<file path="src/rtl/binary_trie_max_xor_macros.svh">
// Assertion macros shared by the binary trie maximum XOR block.
`ifndef BINARY_TRIE_MAX_XOR_MACROS_SVH
`define BINARY_TRIE_MAX_XOR_MACROS_SVH

// The consequent must hold in the same cycle as the antecedent.
`define BXM_ASSERT_SAME(label, ante, cons, msg) \
    label: assert property (@(posedge clk) disable iff (!rst_n) (ante) |-> (cons)) \
        else $error(msg);

// The consequent must hold in the cycle after the antecedent.
`define BXM_ASSERT_NEXT(label, ante, cons, msg) \
    label: assert property (@(posedge clk) disable iff (!rst_n) (ante) |=> (cons)) \
        else $error(msg);

`endif

</file>
<file path="src/rtl/bxm_pkg.sv">
// Shared types and constants for the binary trie maximum XOR block.
package bxm_pkg;

    localparam logic ACT_INSERT  = 1'b0;
    localparam logic ACT_QUERY   = 1'b1;
    localparam logic STATUS_OK   = 1'b0;
    localparam logic STATUS_FULL = 1'b1;

    typedef struct packed {
        logic        action;
        logic [31:0] key;
    } req_item_t;

    typedef struct packed {
        logic [31:0] best_xor;
        logic        status;
    } rsp_item_t;

    typedef enum logic [2:0] {
        ST_CLEAR,
        ST_IDLE,
        ST_START,
        ST_WALK,
        ST_DONE
    } state_t;

    typedef struct packed {
        logic clr;
        logic load;
        logic set_full;
        logic start;
        logic step;
    } dp_cmd_t;

    typedef struct packed {
        logic clr_last;
        logic full_insert;
        logic last_level;
    } dp_sts_t;

endpackage

</file>
<file path="src/rtl/bxm_ctrl.sv">
// Controller state machine that sequences clearing, trie walks and result handoff.
`include "binary_trie_max_xor_macros.svh"

module bxm_ctrl (
    input  logic             clk,
    input  logic             rst_n,
    input  logic             req_valid,
    output logic             req_ready,
    output logic             rsp_valid,
    input  logic             rsp_ready,
    output bxm_pkg::dp_cmd_t cmd,
    input  bxm_pkg::dp_sts_t sts
);

    bxm_pkg::state_t state_reg;
    bxm_pkg::state_t state_next;

    always_ff @(posedge clk or negedge rst_n)
    begin
        if (!rst_n)
        begin
            state_reg <= bxm_pkg::ST_CLEAR;
        end
        else
        begin
            state_reg <= state_next;
        end
    end

    always_comb
    begin
        state_next = state_reg;
        cmd        = '0;
        req_ready  = 1'b0;
        rsp_valid  = 1'b0;
        unique case (state_reg)
            bxm_pkg::ST_CLEAR:
            begin
                cmd.clr = 1'b1;
                if (sts.clr_last)
                begin
                    state_next = bxm_pkg::ST_IDLE;
                end
            end
            bxm_pkg::ST_IDLE:
            begin
                req_ready = 1'b1;
                if (req_valid)
                begin
                    cmd.load   = 1'b1;
                    state_next = bxm_pkg::ST_START;
                end
            end
            bxm_pkg::ST_START:
            begin
                if (sts.full_insert)
                begin
                    cmd.set_full = 1'b1;
                    state_next   = bxm_pkg::ST_DONE;
                end
                else
                begin
                    cmd.start  = 1'b1;
                    state_next = bxm_pkg::ST_WALK;
                end
            end
            bxm_pkg::ST_WALK:
            begin
                cmd.step = 1'b1;
                if (sts.last_level)
                begin
                    state_next = bxm_pkg::ST_DONE;
                end
            end
            bxm_pkg::ST_DONE:
            begin
                rsp_valid = 1'b1;
                if (rsp_ready)
                begin
                    state_next = bxm_pkg::ST_IDLE;
                end
            end
            default:
            begin
                state_next = bxm_pkg::ST_CLEAR;
            end
        endcase
    end

    `BXM_ASSERT_NEXT(a_full_skips_walk, (state_reg == bxm_pkg::ST_START) && sts.full_insert,
        state_reg == bxm_pkg::ST_DONE, "rejected insert did not go straight to the result")
    `BXM_ASSERT_NEXT(a_walk_runs_on, (state_reg == bxm_pkg::ST_WALK) && !sts.last_level,
        state_reg == bxm_pkg::ST_WALK, "trie walk ended before the last level")
    `BXM_ASSERT_NEXT(a_result_taken, rsp_valid && rsp_ready,
        state_reg == bxm_pkg::ST_IDLE, "controller did not return to idle after handoff")

endmodule

</file>
<file path="config.mk">
export PLATFORM = sky130hd
export DESIGN_NAME = bxm_ctrl
export DESIGN_NICKNAME = d
export VERILOG_FILES = /design/src/rtl/bxm_pkg.sv /design/src/rtl/bxm_ctrl.sv
export VERILOG_INCLUDE_DIRS = /design/src /design/src/rtl
export SDC_FILE = /design/constraint.sdc
export NUM_CORES = 1
export LEC_CHECK = 0
export ABC_AREA = 1
export BUFFER_PORTS_ARGS = -buffer_cell sky130_fd_sc_hd__buf_2
export CORE_AREA = 5 5 42 44
export CTS_CLUSTER_DIAMETER = 100
export DETAILED_ROUTE_END_ITERATION = 10
export DIE_AREA = 0 0 47 49
export MAX_ROUTING_LAYER = met4
export REMOVE_ABC_BUFFERS = 1
export SYNTH_ARGS = -nofsm -noshare
export SYNTH_HDL_FRONTEND = slang
export SYNTH_SLANG_ARGS = --single-unit
</file>
<file path="constraint.sdc">
create_clock -name clk -period 2.3 [get_ports clk]
set_input_delay 0.46 -clock clk [delete_from_list [all_inputs] [get_ports clk]]
set_output_delay 0.46 -clock clk [all_outputs]
set_load 0.03 [all_outputs]
</file>
# Word level (Yosys, flattened, before mapping)
# Cells that the tools add are included.
[totals]
inputBits = 7
elab_cells = 26
ff_bits = 3
n_memories = 0
romBits = 0
output_inout_bits = 7
latch_bits = 0
ram_bits = 0
[classes]
n_eq_ne = 8
mul = 0
add_sub_neg = 0
div_mod_pow = 0
bitwise_logic = 0
n_lt_le_gt_ge = 0
reduce_logical = 2
muxes = 15
n_shift = 0
[ops]
columns = ["operator", "count"]
rows = [
  ["$mux 3", 5],
  ["$pmux 3 s5", 1],
  ["$mux 1", 8],
  ["$ne 2x2->1 const B", 4],
  ["$eq 3x2->1 const B", 2],
  ["$reduce_and 4->1", 1],
  ["$eq 3x1->1 const B", 1],
  ["$eq 3x3->1 const B", 1],
  ["$logic_not 3->1", 1],
  ["$mux 2", 1],
]

# Depth between registers and ports, before layout
[logic_depth]
word_depth = 3
ltp_mapped = 7
depth_no_buf = 7

# Least setup slack after synthesis
# OpenSTA, ideal clock, no wires.
[synth_path]
path_type = "register to output"
startpoint = "register state_reg[2]"
endpoint = "output cmd[2] (netlist name)"
stages_incl_launch_ff = 4
n_path_buf = 0
slack_ns = 0.624
required_ns = 1.840
t_arrival_ns = 1.216
path_cell_list = "dfrtp_1 -> inv_2 -> nand2_1 -> nor3_1"
[synth_rtl]
columns = ["item", "line_no", "rtl"]
rows = [
  ["from (decl)", "bxm_ctrl.sv:15", "bxm_pkg::state_t state_reg;"],
  ["from (signal assigned)", "bxm_ctrl.sv:22", "state_reg <= bxm_pkg::ST_CLEAR;"],
  ["from (signal assigned)", "bxm_ctrl.sv:26", "state_reg <= state_next;"],
  ["to (decl)", "bxm_ctrl.sv:11", "output bxm_pkg::dp_cmd_t cmd,"],
]

==> results.sh <==
export IMPL_status="complete, no violations"
export IMPL_viasPerCell=3.86
export IMPL_peakVddDrop_mv=0.228
export IMPL_cts_sinks=3
export IMPL_crit_path_cell_trace="inv_2, nand2_1, nor2_1, nand2_1, inv_1, buf_2"
export IMPL_overflow=0
export IMPL_syn_area_per_cell_sq_um=5.80
export IMPL_power_density_nw_per_um2=1510
export IMPL_cts_tree="yes"
export IMPL_timing_final_crit_share_pct=74.2
export IMPL_r2r_cells=6
export IMPL_cts_buffers=3
export IMPL_fin_crit_ps=1710
export IMPL_ctsHtreeMaxLevel=1
export IMPL_grt_antenna_before_repair=0
export IMPL_syn_to_final_growth_pct=46.8
export IMPL_routedWlPerCell_um=7.82
export IMPL_drv_cap=0
export IMPL_post_cts_buffers=0
export IMPL_regArea_sq_um=75.1
export IMPL_largest_reg_flops=3
export IMPL_crit_top_cell="nand2_1"
export IMPL_grt_pass1_wl_mm=1.01
export IMPL_core_sq_um=1400
export IMPL_worstMarginPinSlew_ps=178
export IMPL_leakage_nw=0.239
export IMPL_multi_input_area_sq_um=129
export IMPL_cts_hold_buffers_added=0
export IMPL_fin_nets=66
export IMPL_row_count=14
export IMPL_track_usage_pct=5.92
export IMPL_crit_slowest_cell="dfrtp_1"
export IMPL_die_h_um=49
export IMPL_ant_nets=0
export IMPL_crit_type="reg -> out"
export IMPL_drt_iter0_markers=6
export IMPL_synth_seq_area_share_pct=31.6
export IMPL_detail_route_first_pass_iterations=4
export IMPL_initial_core_util_pct=17.0
export IMPL_startpoint="state_reg[2]$_DFFE_PN0P_"
export IMPL_final_cell_mix="nand2_1 (13), buf_2 (13), inv_1 (8)"
export IMPL_fin_skew_ps=2.00
export IMPL_drc=0
export IMPL_pin_count=14
export IMPL_critPathMaxFanout=5
export IMPL_fin_tns_setup_ps=0
export IMPL_worstPathArrival_ps=1250
export IMPL_cts_root_buf="clkbuf_4"
export IMPL_grt_pass1_vias=291
export IMPL_drive_above_1_share_pct=36.2
export IMPL_clock_path_buffers=2
export IMPL_insertion_delay_ps=230
export IMPL_drt_wl_total_um=579
export IMPL_maxSlewHeadroom_pct=88.1
export IMPL_cp_end_kind="output pin"
export IMPL_startpoint_type="register"
export IMPL_rsz0062_at_grt="false"
export IMPL_final_cell_count_no_fill=74
export IMPL_port_buffers=13
export IMPL_synth_cell_types=12
export IMPL_yosys_warnings=0
export IMPL_grt_max_degree=7
export IMPL_chipWidth_um=47
export IMPL_place_congestion=0.813
export IMPL_vias=286
export IMPL_post_cts_resize_count=0
export IMPL_fin_hold_ws_ps=18.2
export IMPL_syn_inst=41
export IMPL_required_ps=1840
export IMPL_dieArea_sq_um=2300
export IMPL_dpl_hpwl_um=502
export IMPL_slowest_delay_ps=420
export IMPL_hold_violations=0
export IMPL_synth_seq_cells=3
export IMPL_max_clock_freq_mhz=586
export IMPL_num_fill_cells=176
export IMPL_clk_pin_slew_worst_paths_ps=40
export IMPL_dpl_worst_slack_ps=832
export IMPL_insertedDiodeCount=0
export IMPL_r2r_start="state_reg[0]$_DFFE_PN0P_"
export IMPL_dp_cells=70
export IMPL_finalSetupViolCount=0
export IMPL_synth_area_sq_um=238
export IMPL_hp_class="in -> async"
export IMPL_drv_slew=0
export IMPL_fin_ws_ps=592
==> area by class of cell <==
class                      instances  area share (%)
timing repair buffer              13            18.6
sequential                         3            21.5
tap                               16            5.73
clock buffer                       4            7.53
multi-input combinational         29            36.9
inverter                           9            9.68
==> worst max-delay path, delay by kind of cell (launching register included) <==
| kind | cells | cell delay (ps) |
|---|---|---|
| simple gates | 3 | 250 |
| flops | 1 | 420 |
| buf+inv | 3 | 340 |
==> routing by layer <==
metal / part of all wire [%] / track usage, % / vias up
li1: - / - / 156
met1: 38 / 5.51 / 123
met4: 0 / 4.15 / 0
met5: 0 / - / -
met3: 8.3 / 1.48 / 0
met2: 54 / 9.95 / 7
==> cell families (layout without fill, tap and decap cells) <==
family / Yosys count / count (layout) / synth area share (%)
buffers and inverters: 9 / 26 / 14.2
AOI/OAI and AO/OA: 2 / 2 / 4.21
DFF: 3 / 3 / 31.6
and+or+nand+nor: 27 / 27 / 50.0
==> cell usage after synthesis <==
| cell type | n | area [sq um] |
|---|---|---|
| nand2_2 | 2 | 12.5 |
| nor2_1 | 6 | 22.5 |
| nand3_1 | 2 | 10.0 |
| nand3b_1 | 1 | 7.51 |
| a21oi_1 | 1 | 5.00 |
| o21ai_0 | 1 | 5.00 |
| dfrtp_1 | 3 | 75.1 |
| inv_2 | 1 | 3.75 |
| nand2_1 | 13 | 48.8 |
| nor2_2 | 2 | 12.5 |
| nor3_1 | 1 | 5.00 |
| inv_1 | 8 | 30.0 |
==> path summary, 6_finish.rpt <==
path                                            endpoint  slack, ps
max in group asynchronous       state_reg[2]$_DFFE_PN0P_       2180
worst max-delay path                              cmd[1]        590
worst min register to register  state_reg[0]$_DFFE_PN0P_        620
worst max register to register  state_reg[0]$_DFFE_PN0P_       1190
worst min-delay path            state_reg[1]$_DFFE_PN0P_         20
min in group clk                state_reg[1]$_DFFE_PN0P_        500
==> power breakdown <==
| part | total, mW | switching [mW] | internal [mW] |
|---|---|---|---|
| sequential | 0.111 | 0.0321 | 0.0785 |
| clock | 0.0898 | 0.0249 | 0.0649 |
| combinational | 0.326 | 0.229 | 0.0969 |
| total | 0.526 | 0.286 | 0.240 |
==> through the flow <==
| step | utilization (%) | total power [mW] | cell area, sq um |
|---|---|---|---|
| floorplan | - | 0.359 | 238 |
| global placement | 23.0 | 0.439 | 323 |
| detailed placement | 23.0 | 0.441 | 323 |
| CTS | 24.9 | 0.535 | 349 |
| global route | 24.9 | 0.588 | 349 |
| finish | 24.9 | 0.526 | 349 |
Power figures use the tool's default switching activity.
